## src/rtl/lbvs_pkg.sv

```systemverilog
`timescale 1ns / 1ps
`default_nettype none
package lbvs_pkg;
    localparam int POS_W          = 32;
    localparam int WORD_W         = 23;
    localparam int FRAC_W         = 16;
    localparam int IDX_W          = 7;
    localparam int CFG_W          = 8;
    localparam int COL_W          = 2;
    localparam int COLS           = 4;
    localparam int ROWS           = 3;
    localparam int LOAD_BONE_W    = WORD_W - COL_W;
    localparam int MAX_WORDS      = 8;
    localparam int TERM_W         = 48;
    localparam int ACC_W          = 51;
    localparam int WSUM_W         = 19;
    localparam int PROD_W         = 64;
    localparam int DIV_STEPS      = 32;
    localparam int LANE_STAGES    = 4;
    localparam int DEF_MAX_BONES  = 128;
    localparam int DEF_WEIGHTS    = 8;
    localparam int DEF_FRAC_BITS  = 16;

    typedef enum logic {
        REQ_LOAD = 1'b0,
        REQ_SKIN = 1'b1
    } t_req;

    typedef logic signed [POS_W-1:0]  t_coord;
    typedef logic signed [TERM_W-1:0] t_term;
    typedef logic signed [ACC_W-1:0]  t_acc;
    typedef logic [FRAC_W-1:0]        t_frac;
    typedef logic [WSUM_W-1:0]        t_wsum;

    // Column write request shared by all lanes.
    typedef struct packed {
        logic                   we;
        logic [COL_W-1:0]       col;
        logic [LOAD_BONE_W-1:0] bone;
    } t_load;
endpackage
`default_nettype wire

```

## src/rtl/lbvs_merge.sv

```systemverilog
`timescale 1ns / 1ps
`default_nettype none
module lbvs_merge (
    input  wire logic              i_clk,
    input  wire logic              i_rst_n,
    input  wire logic              i_en,
    input  wire logic              i_valid,
    input  wire lbvs_pkg::t_coord  i_pos [lbvs_pkg::ROWS],
    input  wire lbvs_pkg::t_term   i_term [lbvs_pkg::MAX_WORDS][lbvs_pkg::ROWS],
    input  wire lbvs_pkg::t_frac   i_frac [lbvs_pkg::MAX_WORDS],
    output logic                   o_valid,
    output lbvs_pkg::t_coord       o_pos [lbvs_pkg::ROWS],
    output lbvs_pkg::t_acc         o_acc [lbvs_pkg::ROWS],
    output lbvs_pkg::t_wsum        o_wsum
);
    localparam int PAIRS = lbvs_pkg::MAX_WORDS / 2;

    logic             r_va, r_vb;
    lbvs_pkg::t_coord r_posa [lbvs_pkg::ROWS];
    lbvs_pkg::t_coord r_posb [lbvs_pkg::ROWS];
    lbvs_pkg::t_acc   r_pair [PAIRS][lbvs_pkg::ROWS];
    lbvs_pkg::t_wsum  r_fpair [PAIRS];
    lbvs_pkg::t_acc   r_acc [lbvs_pkg::ROWS];
    lbvs_pkg::t_wsum  r_wsum;
    lbvs_pkg::t_acc   n_acc [lbvs_pkg::ROWS];
    lbvs_pkg::t_wsum  n_wsum;

    always_comb begin
        n_wsum = '0;
        for (int r = 0; r < lbvs_pkg::ROWS; r++) begin
            n_acc[r] = '0;
        end
        for (int p = 0; p < PAIRS; p++) begin
            n_wsum = n_wsum + r_fpair[p];
            for (int r = 0; r < lbvs_pkg::ROWS; r++) begin
                n_acc[r] = n_acc[r] + r_pair[p][r];
            end
        end
    end

    always_ff @(posedge i_clk) begin
        if (!i_rst_n) begin
            r_va <= 1'b0;
            r_vb <= 1'b0;
        end else if (i_en) begin
            r_va <= i_valid;
            r_vb <= r_va;
        end
    end

    always_ff @(posedge i_clk) begin
        if (i_en) begin
            r_posa <= i_pos;
            r_posb <= r_posa;
            for (int p = 0; p < PAIRS; p++) begin
                r_fpair[p] <= lbvs_pkg::WSUM_W'(i_frac[2*p]) + lbvs_pkg::WSUM_W'(i_frac[2*p+1]);
                for (int r = 0; r < lbvs_pkg::ROWS; r++) begin
                    r_pair[p][r] <= lbvs_pkg::ACC_W'(i_term[2*p][r])
                                  + lbvs_pkg::ACC_W'(i_term[2*p+1][r]);
                end
            end
            r_acc  <= n_acc;
            r_wsum <= n_wsum;
        end
    end

    assign o_valid = r_vb;
    assign o_pos   = r_posb;
    assign o_acc   = r_acc;
    assign o_wsum  = r_wsum;
endmodule
`default_nettype wire

```

## config.mk

```make
export PLATFORM = sky130hd
export DESIGN_NAME = lbvs_merge
export DESIGN_NICKNAME = d
export VERILOG_FILES = /design/src/rtl/lbvs_pkg.sv /design/src/rtl/lbvs_merge.sv
export SDC_FILE = /design/constraint.sdc
export NUM_CORES = 2
export LEC_CHECK = 0
export ABC_AREA = 0
export BUFFER_PORTS_ARGS = -buffer_cell sky130_fd_sc_hd__buf_2
export CAP_MARGIN = 40
export CORE_AREA = 4 4 646 648
export CTS_CLUSTER_SIZE = 40
export DETAILED_ROUTE_END_ITERATION = 7
export DIE_AREA = 0 0 650 652
export PLACE_DENSITY = 0.38
export SLEW_MARGIN = 20
export SYNTH_ARGS = -nofsm -noshare
export SYNTH_HDL_FRONTEND = slang
export SYNTH_SLANG_ARGS = --single-unit
```

## constraint.sdc

```tcl
create_clock -name i_clk -period 9.15 [get_ports i_clk]
set_input_delay 0.4575 -clock i_clk [delete_from_list [all_inputs] [get_ports i_clk]]
set_output_delay 0.4575 -clock i_clk [all_outputs]
set_load 0.01 [all_outputs]
```

# Word level (Yosys, flattened, before mapping)
# Memory sizes are Yosys's and may differ from the RTL's.
# Index checks and enable logic that the tools add are counted.
op_classes:
  shift: 0
  div_mod_pow: 0
  n_addsub: 28
  mux: 2
  magnitude_cmp: 0
  n_bitwise: 0
  n_mul: 0
  reduce_logical: 0
  n_eq_ne: 0
op_table:
  columns: ["operator", "count"]
  rows:
  - ["adder 48 x 48 -> 49 bit", 12]
  - ["adder 51 bit", 9]
  - ["adder 16 x 16 -> 17 bit", 4]
  - ["adder 19 bit", 3]
  - ["two-way mux 1 bit", 2]
totals:
  memories: 2
  out_inout_bits: 269
  mem_bits_rw: 680
  in_bits: 1380
  elab_cells: 44
  latch_bits: 0
  romBits: 0
  register_bits: 366
mem_list:
  columns: ["memory", "depth", "width", "read_ports", "rd_ports_with_merged_regs", "wr", "line", "rtl"]
  rows:
  - ["r_pair", 4, 153, 4, 0, 4, "lbvs_merge.sv:21", "lbvs_pkg::t_acc r_pair [PAIRS][lbvs_pkg::ROWS];"]
  - ["r_fpair", 4, 17, 4, 0, 4, "lbvs_merge.sv:22", "lbvs_pkg::t_wsum r_fpair [PAIRS];"]

# Longest topological paths before layout
# An unclocked memory read counts as a cell.
logic_depth:
  ltp_word: 4
  depth_mapped: 19
  ltp_nobuf: 19

# Worst setup path before layout
# OpenSTA, ideal clock, no wires.
synth_path:
  path_type: "register to register"
  from: "memory r_pair[2][52] in the netlist's numbering"
  to: "register r_acc (netlist bit o_acc[96]), data pin"
  required_time_ns: 8.885
  arrival_time_ns: 4.126
  synth_period_minus_slack_ns: 4.392
  path_buffers: 0
  path_stages_with_launch: 20
  path_slack_ns: 4.758
  setup_time_ns: 0.265
  path_cell_list: "edfxtp_1 inv_1 fa_1 fa_1 inv_1 ha_1 inv_1 fa_1 nor2b_1 o2111ai_1 a21oi_1 nor2b_1 o21ai_1 a41o_1 nand3_1 o311ai_1 a31o_2 a31oi_1 o21ai_0 xor2_1"
synth_lines:
  columns: ["item", "line", "rtl"]
  rows:
  - ["start, declared", "lbvs_merge.sv:21", null]
  - ["end signal, assigned", "lbvs_merge.sv:62", "r_acc <= n_acc;"]
  - ["end, declared", "lbvs_merge.sv:23", "lbvs_pkg::t_acc r_acc [lbvs_pkg::ROWS];"]

==> reports/qor.yml <==
placement:
  place_congestion: 0.949
  place_area_sq_mm: 0.0954
  hpwlAfterDp_um: 345000
  port_buffers: 1648
sta:
  min_period_over_period_pct: 61.6
  hold_viol: 0
  max_freq_ghz: 0.178
  worstMarginPinSlew_ns: 1.17
  relSlewSlack_pct: 22.0
  final.setup_skew_ns: 0.0755
  fin_crit_ns: 5.63
  setup_viol: 0
  fin_tns_setup_ns: 0
  slew_violations: 0
  rsz0062_at_grt: "false"
route:
  vias: 68500
  route.detailed.drc: 0
  wl_per_cell_um: 25.7
  antenna_left: 0
  dr.pass1.iters: 8
  dr.first_iter.drc_count: 5044
  routed_wirelength_um: 395000
  via_per_inst: 4.44
pwr:
  pwr-share-seq_pct: 25.9
  pwr-share-comb_pct: 53.5
  p_int_w: 0.0165
  p_per_area_mw_per_mm2: 285
  p_sw_share_pct: 43.2
  switchingPower_w: 0.0126
  p_leak_nw: 46.0
  p_clk_share_pct: 20.6
  peakVddDrop_uv: 141
floorplanning:
  pin_count: 1649
  dieWidth_um: 650
  fp.coreArea_sq_mm: 0.412
  initial_utilization_pct: 19.6
  die_area_sq_mm: 0.424
  die_h_um: 652
  num_rows: 236
cells_and_area:
  num-fill-cells: 44500
  stdcell_area_sq_mm: 0.102
  drive_above_1_share_pct: 19.9
  syn_to_final_growth_pct: 26.5
  fin_nets: 12300
grt:
  track_usage_pct: 17.9
  grt_pass1_vias: 70000
  grt_pass1_wl_um: 543000
  grt_max_degree: 158
  antenna_found_initial: 238
  grt_overflow: 0
setup_path:
  endpoint_kind: "register"
  reg2reg_slack_ns: 3.52
  ff2ff_path_depth: 17
  critPathLaunch: "r_pair[1][7]$_DFFE_PP_"
  cp-start-kind: "register"
  r2r_end: "o_acc[48]$_DFFE_PP_"
  worst-path-max-fanout: 4
  crit_path_end: "o_acc[48]$_DFFE_PP_"
  crit_required_ns: 9.69
  rr_startpoint: "r_pair[1][7]$_DFFE_PP_"
  crit_type: "register to register"
  arrival_ns: 6.17
synthesis:
  synth_nets: 10500
  synth_edf_count: 1020
  synth_area_per_cell_sq_um: 10.2
  ys.warnings.count: 0
  yosysSeqAreaShare_pct: 38.0
  async_flop_share_pct: 0
  syn-cell-area_sq_mm: 0.0806
  synth-seq-cells: 1022
  netlist_instances: 7915
  synth_flop_cell: "edfxtp_1"
  synth_cell_types: 90
cts:
  cts_tree: "done"
  clk_latency_ns: 0.84
  cts_max_path_buffers: 4
  cts.sink_count: 1022
  cts-root-buf: "clkbuf_16"
  path_clk_slew_ns: 0.06
  numCtsBuffers: 149
  cts_setup_buffers: 0
  htreeDepth: 4
job:
  maxCapViolations: 0
hold_path:
  min_path_type: "primary input to register"
run_status:
  status: "finished, final reports clean"
==> power by group through the flow <==
| stage | sequential, W | clock [W] | combinational [W] |
|---|---|---|---|
| CTS | 0.00758 | 0.00626 | 0.0157 |
| finish | 0.00753 | 0.00600 | 0.0156 |
| global placement | 0.00767 | 0 | 0.0156 |
| detailed placement | 0.00766 | 0 | 0.0155 |
| global route | 0.00762 | 0.00643 | 0.0172 |
| floorplan | 0.00753 | 0 | 0.00991 |
==> metal layers <==
layer  share of wire (%)  global-route usage (%)  vias up
met2                  49                    31.6     2345
met3                 4.4                    2.37      624
met4                 4.1                    6.16       24
li1                    -                       -    31900
met1                  42                    22.3    33500
met5               0.039                       0        -
==> what timing repair did <==
item,in CTS,in global routing
endpoints found under the hold margin,122,0
gates resized for setup,0,0
hold buffers,142,0
==> worst min-delay path by stage <==
stage                         start                        to  slack (ns)  depth (start not counted)
2_1_floorplan   r_posa[0]$_DFFE_PP_        o_pos[0]$_DFFE_PP_        0.40                          0
3_3_place_gp   r_posa[59]$_DFFE_PP_       o_pos[59]$_DFFE_PP_        0.40                          0
3_5_place_dp   r_posa[20]$_DFFE_PP_       o_pos[20]$_DFFE_PP_        0.40                          0
4_1_cts                 i_frac[127]  r_fpair[0][16]$_DFFE_PP_      0.0008                          4
5_1_grt                        i_en  r_pair[2][128]$_DFFE_PP_        0.06                          1
6_report                       i_en  r_pair[2][128]$_DFFE_PP_        0.10                          1
==> flip-flops by register name, summed over array words and instances (netlist names) <==
signal,flops
r_posa,96
o_valid,1
r_pair,588
r_va,1
o_wsum,19
o_pos,96
r_fpair,68
o_acc,153
==> critical path: stages, from the launching register on <==
cell and delay [ns]:
edfxtp_1 0.36, inv_1 0.08, fa_1 0.44, fa_1 0.50, inv_1 0.04, ha_1 0.32, a2111oi_0 0.44, o21ai_1 0.18
a41oi_1 0.59, o31ai_2 0.22, a31oi_2 0.42, o21ai_1 0.27, nor4b_1 0.23, nor3_2 0.36, o31ai_1 0.20, or3b_1 0.39
a31oi_1 0.21, xnor2_1 0.08
==> cell families (layout without fill, tap and decap cells) <==
kind of cell	count (synthesis)	count (layout)	synth area share, %
AO/OA/AOI/OAI	2281	2281	18.0
AND/OR/NAND/NOR	1457	1457	8.80
XOR/XNOR	754	754	8.19
other	0	93	0
flip-flops	1022	1022	38.0
adder cells (fa/ha/maj)	1155	1155	21.2
multiplexers	5	5	0.0652
buffers and inverters	1241	3162	5.78
==> layout make-up <==
class / count / area (sq um) / area share, %
timing repair buffer: 1814 / 9950 / 9.76
inverter: 1087 / 4080 / 4.00
antenna: 93 / 233 / 0.228
sequential: 1022 / 30700 / 30.1
clock inverter: 86 / 1010 / 0.991
tap: 5474 / 6850 / 6.71
clock buffer: 175 / 3910 / 3.83
multi-input combinational: 5652 / 45300 / 44.4
==> cells in the mapped netlist (all sizes together), types with 104 or more instances <==
cell type / count / area, sq um
inv: 1087 / 4080
edfxtp: 1020 / 30600
ha: 808 / 10100
a21oi: 779 / 3910
xnor2: 473 / 4140
a21o: 461 / 3460
nand2: 426 / 1600
o21ai: 401 / 2010
fa: 347 / 6950
nor2: 319 / 1200
xor2: 281 / 2460
nand3: 151 / 756
clkbuf: 150 / 563
nand4: 137 / 857
o21bai: 125 / 938
nor2b: 104 / 651
==> stage by stage <==
step / util [%] / instances / power, W / setup WS, ns / hold WS (ns)
floorplan: - / 7915 / 0.0174 / 4.76 / 0.400
global placement: 23.2 / 14900 / 0.0232 / 3.74 / 0.400
detailed placement: 23.2 / 14900 / 0.0232 / 3.71 / 0.405
CTS: 24.7 / 15300 / 0.0295 / 3.63 / 0.000825
global route: 24.7 / 15400 / 0.0313 / 3.18 / 0.0631
finish: 24.8 / 15400 / 0.0291 / 3.52 / 0.100
==> placed cells by master (no fill, tap or decap), types with 20 or more instances in the layout <==
cell              n
inv_1          1087
fa_1            347
nor2b_1         104
nand3_1         151
nor3_1           78
dlygate4sd3_1   142
a21oi_1         777
clkbuf_1         22
diode_2          93
a21o_1          461
and3_1           49
nor2_1          319
a211oi_1         50
a221oi_1         25
clkbuf_16       153
xnor2_1         473
o31ai_1          34
ha_1            808
xor2_1          281
nand2_1         425
o21a_1           72
o21bai_1        125
clkinv_2         20
nand2b_1         68
a41oi_1          21
a31oi_1          76
o21ai_0         330
o21ai_1          69
buf_2          1649
edfxtp_1       1020
nand4_1         137
and2_1           32
nor4_1           22
o211ai_1         25
Note: power is estimated with default switching activity, not from simulation.
