`src/rtl/lbvs_pkg.sv`:
```
`timescale 1ns / 1ps
`default_nettype none
package lbvs_pkg;
    localparam int POS_W          = 32;
    localparam int WORD_W         = 23;
    localparam int FRAC_W         = 16;
    localparam int IDX_W          = 7;
    localparam int CFG_W          = 8;
    localparam int COL_W          = 2;
    localparam int COLS           = 4;
    localparam int ROWS           = 3;
    localparam int LOAD_BONE_W    = WORD_W - COL_W;
    localparam int MAX_WORDS      = 8;
    localparam int TERM_W         = 48;
    localparam int ACC_W          = 51;
    localparam int WSUM_W         = 19;
    localparam int PROD_W         = 64;
    localparam int DIV_STEPS      = 32;
    localparam int LANE_STAGES    = 4;
    localparam int DEF_MAX_BONES  = 128;
    localparam int DEF_WEIGHTS    = 8;
    localparam int DEF_FRAC_BITS  = 16;

    typedef enum logic {
        REQ_LOAD = 1'b0,
        REQ_SKIN = 1'b1
    } t_req;

    typedef logic signed [POS_W-1:0]  t_coord;
    typedef logic signed [TERM_W-1:0] t_term;
    typedef logic signed [ACC_W-1:0]  t_acc;
    typedef logic [FRAC_W-1:0]        t_frac;
    typedef logic [WSUM_W-1:0]        t_wsum;

    // Column write request shared by all lanes.
    typedef struct packed {
        logic                   we;
        logic [COL_W-1:0]       col;
        logic [LOAD_BONE_W-1:0] bone;
    } t_load;
endpackage
`default_nettype wire

```
`src/rtl/lbvs_div.sv`:
```
`timescale 1ns / 1ps
`default_nettype none
module lbvs_div (
    input  wire logic              i_clk,
    input  wire logic              i_rst_n,
    input  wire logic              i_en,
    input  wire logic              i_valid,
    input  wire lbvs_pkg::t_acc    i_acc,
    input  wire lbvs_pkg::t_wsum   i_wsum,
    input  wire lbvs_pkg::t_coord  i_pos,
    output logic                   o_valid,
    output lbvs_pkg::t_coord       o_res
);
    localparam int N  = lbvs_pkg::DIV_STEPS;
    localparam int QW = lbvs_pkg::POS_W;
    localparam int RW = lbvs_pkg::WSUM_W;

    logic                 r_v    [N+1];
    logic                 r_neg  [N+1];
    logic                 r_zero [N+1];
    logic                 r_ovf  [N+1];
    logic [RW-1:0]        r_rem  [N+1];
    logic [QW-1:0]        r_low  [N+1];
    logic [QW-1:0]        r_q    [N+1];
    lbvs_pkg::t_wsum      r_w    [N+1];
    lbvs_pkg::t_coord     r_pos  [N+1];
    logic                 r_out_v;
    lbvs_pkg::t_coord     r_out;

    logic [lbvs_pkg::ACC_W-1:0] mag;
    lbvs_pkg::t_coord           n_out;

    assign mag = i_acc[lbvs_pkg::ACC_W-1] ? lbvs_pkg::ACC_W'(-i_acc) : i_acc;

    always_ff @(posedge i_clk) begin
        if (!i_rst_n) begin
            r_v[0] <= 1'b0;
        end else if (i_en) begin
            r_v[0] <= i_valid;
        end
    end

    always_ff @(posedge i_clk) begin
        if (i_en) begin
            r_neg[0]  <= i_acc[lbvs_pkg::ACC_W-1];
            r_zero[0] <= (i_wsum == '0);
            // Quotient at or above 2^32 saturates whatever its low bits are.
            r_ovf[0]  <= (mag[lbvs_pkg::ACC_W-1:QW] >= i_wsum);
            r_rem[0]  <= mag[lbvs_pkg::ACC_W-1:QW];
            r_low[0]  <= mag[QW-1:0];
            r_q[0]    <= '0;
            r_w[0]    <= i_wsum;
            r_pos[0]  <= i_pos;
        end
    end

    // One restoring step per stage.
    for (genvar s = 1; s <= N; s++) begin : g_step
        logic [RW:0] x;
        logic        ge;
        logic [RW:0] diff;
        assign x    = {r_rem[s-1], r_low[s-1][QW-1]};
        assign ge   = x >= {1'b0, r_w[s-1]};
        assign diff = x - {1'b0, r_w[s-1]};

        always_ff @(posedge i_clk) begin
            if (!i_rst_n) begin
                r_v[s] <= 1'b0;
            end else if (i_en) begin
                r_v[s] <= r_v[s-1];
            end
        end

        always_ff @(posedge i_clk) begin
            if (i_en) begin
                r_neg[s]  <= r_neg[s-1];
                r_zero[s] <= r_zero[s-1];
                r_ovf[s]  <= r_ovf[s-1];
                r_rem[s]  <= ge ? diff[RW-1:0] : x[RW-1:0];
                r_low[s]  <= {r_low[s-1][QW-2:0], 1'b0};
                r_q[s]    <= {r_q[s-1][QW-2:0], ge};
                r_w[s]    <= r_w[s-1];
                r_pos[s]  <= r_pos[s-1];
            end
        end
    end

    always_comb begin
        if (r_zero[N]) begin
            n_out = r_pos[N];
        end else if (r_ovf[N]) begin
            n_out = r_neg[N] ? 32'sh80000000 : 32'sh7fffffff;
        end else if (!r_neg[N]) begin
            n_out = r_q[N][QW-1] ? 32'sh7fffffff : $signed(r_q[N]);
        end else if (r_q[N][QW-1] && (r_q[N][QW-2:0] != '0)) begin
            n_out = 32'sh80000000;
        end else begin
            n_out = $signed(QW'(-r_q[N]));
        end
    end

    always_ff @(posedge i_clk) begin
        if (!i_rst_n) begin
            r_out_v <= 1'b0;
        end else if (i_en) begin
            r_out_v <= r_v[N];
        end
    end

    always_ff @(posedge i_clk) begin
        if (i_en) begin
            r_out <= n_out;
        end
    end

    assign o_valid = r_out_v;
    assign o_res   = r_out;
endmodule
`default_nettype wire

```
`config.mk`:
```
export PLATFORM = sky130hd
export DESIGN_NAME = lbvs_div
export DESIGN_NICKNAME = d
export VERILOG_FILES = /design/src/rtl/lbvs_pkg.sv /design/src/rtl/lbvs_div.sv
export SDC_FILE = /design/constraint.sdc
export NUM_CORES = 2
export LEC_CHECK = 0
export BUFFER_PORTS_ARGS = -buffer_cell sky130_fd_sc_hd__buf_2
export CORE_UTILIZATION = 39
export DETAILED_ROUTE_END_ITERATION = 8
export SYNTH_ARGS = -nofsm -noshare
export SYNTH_HDL_FRONTEND = slang
export SYNTH_MEMORY_MAX_BITS = 65536
export SYNTH_SLANG_ARGS = --single-unit
export TNS_END_PERCENT = 30
```
`constraint.sdc`:
```
create_clock -name i_clk -period 7.6 [get_ports i_clk]
set_input_delay 1.14 -clock i_clk [delete_from_list [all_inputs] [get_ports i_clk]]
set_output_delay 1.14 -clock i_clk [all_outputs]
set_load 0.05 [all_outputs]
```
## Word-level counts from Yosys, hierarchy flattened

Memory sizes are Yosys's and may differ from the RTL's. A register that Yosys moved wholly into a read port is not among the register bits.
Index checks and enable logic that the tools add are counted.
Widths: inputs -> output; s select.

| storage, ports and cells | value |
|---|---|
| logic and storage cells | 191 |
| memories | 9 |
| bits in writable memories | 4554 |
| input port bits | 106 |
| flip-flop bits (word level) | 32 |
| output and inout bits | 33 |

| cells by class | value |
|---|---|
| add/sub/neg operators | 34 |
| magnitude comparators | 33 |
| reductions and logical operators | 4 |
| multiplexer cells | 77 |
| bitwise logic cells | 33 |

Memory list:

| memory | depth | bits a word | read ports | clocked after memory_dff | write ports | line | source |
|---|---|---|---|---|---|---|---|
| r_low | 33 | 32 | 32 | 0 | 33 | lbvs_div.sv:23 | `logic [QW-1:0] r_low [N+1];` |
| r_pos | 33 | 32 | 33 | 0 | 33 | lbvs_div.sv:26 | `lbvs_pkg::t_coord r_pos [N+1];` |
| r_q | 33 | 32 | 33 | 0 | 33 | lbvs_div.sv:24 | `logic [QW-1:0] r_q [N+1];` |
| r_rem | 33 | 19 | 32 | 0 | 33 | lbvs_div.sv:22 | `logic [RW-1:0] r_rem [N+1];` |
| r_w | 33 | 19 | 32 | 0 | 33 | lbvs_div.sv:25 | `lbvs_pkg::t_wsum r_w [N+1];` |
| r_neg | 33 | 1 | 33 | 0 | 33 | lbvs_div.sv:19 | `logic r_neg [N+1];` |
| +3 memories | n/a | n/a | n/a | n/a | n/a | n/a |  |

Operators with widths:

| cell | number |
|---|---|
| $ge 20x19->1 | 32 |
| $mux 19 | 32 |
| $sub 19x19->19 | 32 |
| $mux 32 | 5 |
| $mux 51 | 1 |
| $neg 51->51 | 1 |
| $mux 1 | 38 |
| $or 1x1->1 | 33 |
| $neg 32->32 | 1 |
| $mux 31 | 1 |
| $reduce_bool 31->1 | 1 |
| $ge 19x19->1 | 1 |
| $logic_not 19->1 | 1 |
| $logic_and 1x1->1 | 1 |
| $logic_not 1->1 | 1 |

## Depth between registers and ports, before layout

| logic depth | value |
|---|---|
| depth in word-level cells | 6 |
| gate-level depth with buffers | 18 |
| mapped depth without buffers | 18 |

## Worst setup path after synthesis

Ideal clock, no wire load.

| timing path | value |
|---|---|
| kind | input-to-reg |
| start point | in i_acc[9] |
| end point | mem r_ovf[0][0] (data pin) |
| data arrival time | 4.735 ns |
| stages on the path | 18 |
| required time | 7.338 ns |
| slack | 2.603 ns |
| buffers on the path | 0 |
| library setup time | 0.262 ns |
| path through | or4_4 or4b_4 or2_4 nor3_2 and3_4 a21oi_1 xor2_1 inv_1 ha_1 nand2b_1 a21o_1 a21o_1 a21o_1 a211oi_1 o21bai_1 a221oi_1 o31a_1 o21ai_0 |

RTL lines:

| item | line | source |
|---|---|---|
| start, declared | lbvs_div.sv:8 | `input wire lbvs_pkg::t_acc i_acc,` |
| end, declared | lbvs_div.sv:21 | `logic r_ovf [N+1];` |

==> reports/results.tsv <==
metric	value	unit
crit_path_end	r_ovf[0][0]	
syn_area	144000	µm²
synthDistinctLibCells	93	
cts_buffer_depth	4	
grt_pass1_wl	410000	µm
crit_path_max_fanout	5	
drive_gt1_share	11.2	%
hold_path_startpoint	r_low[0][11]	
cp_cell_sequence	buf_2 > or4_4 > or4b_4 > or2_4 > nor3_2 > and3_4 > a21oi_1 > xor2_1 > inv_1 > ha_1 > nand2b_1 > a21o_1 > a21o_1 > a21o_1 > a211oi_1 > o21bai_1 > a221oi_1 > o31a_1 > o21ai_0	
crit_top_cell	a21o_1	
core-area	366000	µm²
layoutNonFillerInstCount	14900	
place_ws	1.64	ns
area_delta_synth_final	13.3	%
synth_cells	9274	
final_common_cell	edfxtp_1	
vias	74100	
hold_path.class	flop to flop	
total_power	0.0622	W
cts_tree	yes	
num-fill-cells	31700	
timing.final.max_slew_violations	0	
drt_iter0_markers	5105	
max_stage_delay	0.63	ns
die-height	609	µm
finalSetupViolations	0	
critPathLaunch	i_acc[7]	
nets	10500	
timing.rr.end	r_rem[0][79]	
drc	0	
ir_drop	0.218	mV
tightest_slew	1.16	ns
synth_ff_type	edfxtp_1	
critPathKind	primary input to flop	
ys.warnings.count	0	
outcome	completed	
powerDensity	381	nW/µm²
postSynthAreaPerCell	15.5	µm²
ant_nets	0	
clkTransAtPathRegs	0.06	ns
chipWidth	609	µm
fin_crit	4.92	ns
hpwl	179000	µm
root_buffer	clkbuf_16	
ys_seq_area_share	72.9	%
rows	222	
tns	0	ns
fin_skew	0.0614	ns
r2r-start	r_rem[0][58]	
fin_ws	2.68	ns
grt_antenna_before_repair	10	
reg2reg_depth	10	
grt_setup_unrepaired	no	
cts_resized	0	
port_buffers	138	
htree_levels	5	
max_cap_violations	0	
start_kind	primary input	
leakage	60.5	nW
period_share	64.7	%
vias_per_cell	4.98	
cts_setup_buffers	0	
rrSetupSlack	3.40	ns
synth_edf_count	3491	
multi_input_area	35600	µm²
clock-sinks	3493	
crit_path_top_delay_cell	or4_4	
cts_hold_buf	0	
grt_pass1_vias	75300	
initial_core_util	39.3	%
fin_hold_ws	0.375	ns
layout_common_cells	3,491 x edfxtp_1, 824 x inv_1, 629 x ha_1	
dieArea	371000	µm²
clk_latency	0.93	ns
required	8.25	ns
seqCellArea	105000	µm²
ys_ff_latch	3493	
crit_arrival	5.57	ns
ys_async_sr_fraction	0	%
wl_per_cell	17.6	µm
gp_congestion	0.885	
cts_made_buffers	370	
fmax	0.203	GHz
grt_util_all_layers	13.7	%
drt_wl_total	261000	µm
io_pins	139	
first_pass_iters	8	
relSlewSlack	22.0	%
grt-ovfl-total	0	
hold_viol_final	0	
grt_max_degree	177	
dp_cells	14200	
crit_path_end_kind	flop	
syn_nets	10000	
-- cell usage after synthesis (20+ instances only) --
cell type | number | area, µm²
a211o_1 | 25 | 219
a211oi_1 | 50 | 375
a21boi_0 | 28 | 210
a21o_1 | 169 | 1270
a21oi_1 | 538 | 2690
a31oi_1 | 64 | 400
and2_1 | 28 | 175
and3_1 | 64 | 400
buf_2 | 28 | 140
clkbuf_1 | 82 | 308
edfxtp_1 | 3491 | 105000
fa_1 | 31 | 621
ha_1 | 629 | 7870
inv_1 | 824 | 3090
mux2_2 | 296 | 3330
mux2i_1 | 51 | 510
nand2_1 | 411 | 1540
nand2b_1 | 85 | 532
nand3_1 | 103 | 515
nand4_1 | 58 | 363
nor2_1 | 459 | 1720
nor2b_1 | 95 | 594
nor3_1 | 115 | 576
nor4_1 | 25 | 156
o211ai_1 | 40 | 300
o21a_1 | 82 | 616
o21ai_0 | 403 | 2020
o21bai_1 | 51 | 383
o31a_1 | 20 | 175
o31ai_1 | 45 | 338
or2_2 | 44 | 275
or3_1 | 33 | 206
xnor2_1 | 332 | 2910
xor2_1 | 174 | 1520
-- stage by stage --
step / utilization (%) / instance area [µm²]
4_1_cts: 44.5 / 163000
3_3_place_gp: 41.2 / 151000
3_5_place_dp: 41.2 / 151000
2_1_floorplan: - / 144000
6_report: 44.5 / 163000
5_1_grt: 44.5 / 163000
-- area by class of cell --
type                       instances  area share, %
clock inverter                   202           1.35
multi-input combinational       4836           21.8
antenna                            8         0.0123
sequential                      3493           64.3
clock buffer                     462           5.96
tap                             4816           3.70
inverter                         826           1.90
timing repair buffer             223          0.924
-- kinds of logic after synthesis --
logic type | after synthesis | share of synthesized area (%)
AO/OA/AOI/OAI | 1745 | 7.70
XOR/XNOR | 506 | 3.08
adder cells (fa/ha/maj) | 660 | 5.90
buffers and inverters | 945 | 2.49
flip-flops | 3493 | 72.9
multiplexers | 347 | 2.67
AND/OR/NAND/NOR | 1578 | 5.25
-- power by group --
| group | switching, W | internal [W] | leakage, nW | total, W |
|---|---|---|---|---|
| combinational | 0.00994 | 0.00788 | 20.6 | 0.0178 |
| clock | 0.00727 | 0.0104 | 5.78 | 0.0176 |
| sequential | 0.00146 | 0.0252 | 34.2 | 0.0267 |
-- sequential cells by signal, summed over array words and instances (netlist names) --
signal and count:
r_pos 1056, r_w 608, r_ovf 33, r_q 528, r_low 528, r_v 33, o_valid 1, o_res 32
r_neg 33, r_rem 608, r_zero 33
-- metal layers --
| metal | global-route usage, % | part of all wire, % | vias up |
|---|---|---|---|
| li1 | - | - | 35900 |
| met1 | 17.0 | 43 | 36200 |
| met2 | 23.8 | 49 | 1416 |
| met3 | 2.32 | 4.0 | 573 |
| met4 | 5.55 | 3.9 | 0 |
| met5 | 0 | 0 | - |
-- worst min-delay path by stage --
stage | cells past startpoint | slack (ns) | to
floorplan | 0 | 0.40 | r_low[0][100]
global placement | 0 | 0.40 | r_low[0][602]
detailed placement | 0 | 0.40 | r_low[0][126]
CTS | 1 | 0.27 | r_pos[0][0]
global route | 1 | 0.30 | r_pos[0][12]
finish | 0 | 0.38 | r_low[0][44]
-- worst max-delay path, delay by kind of cell --
kind / cells / cell delay [ns]
adder cells (fa/ha/maj): 1 / 0.26
AND/OR/NAND/NOR: 6 / 2.08
AO/OA/AOI/OAI: 9 / 1.69
XOR/XNOR: 1 / 0.20
buffers and inverters: 2 / 0.20
No activity file was read; power rests on OpenSTA's default activity.
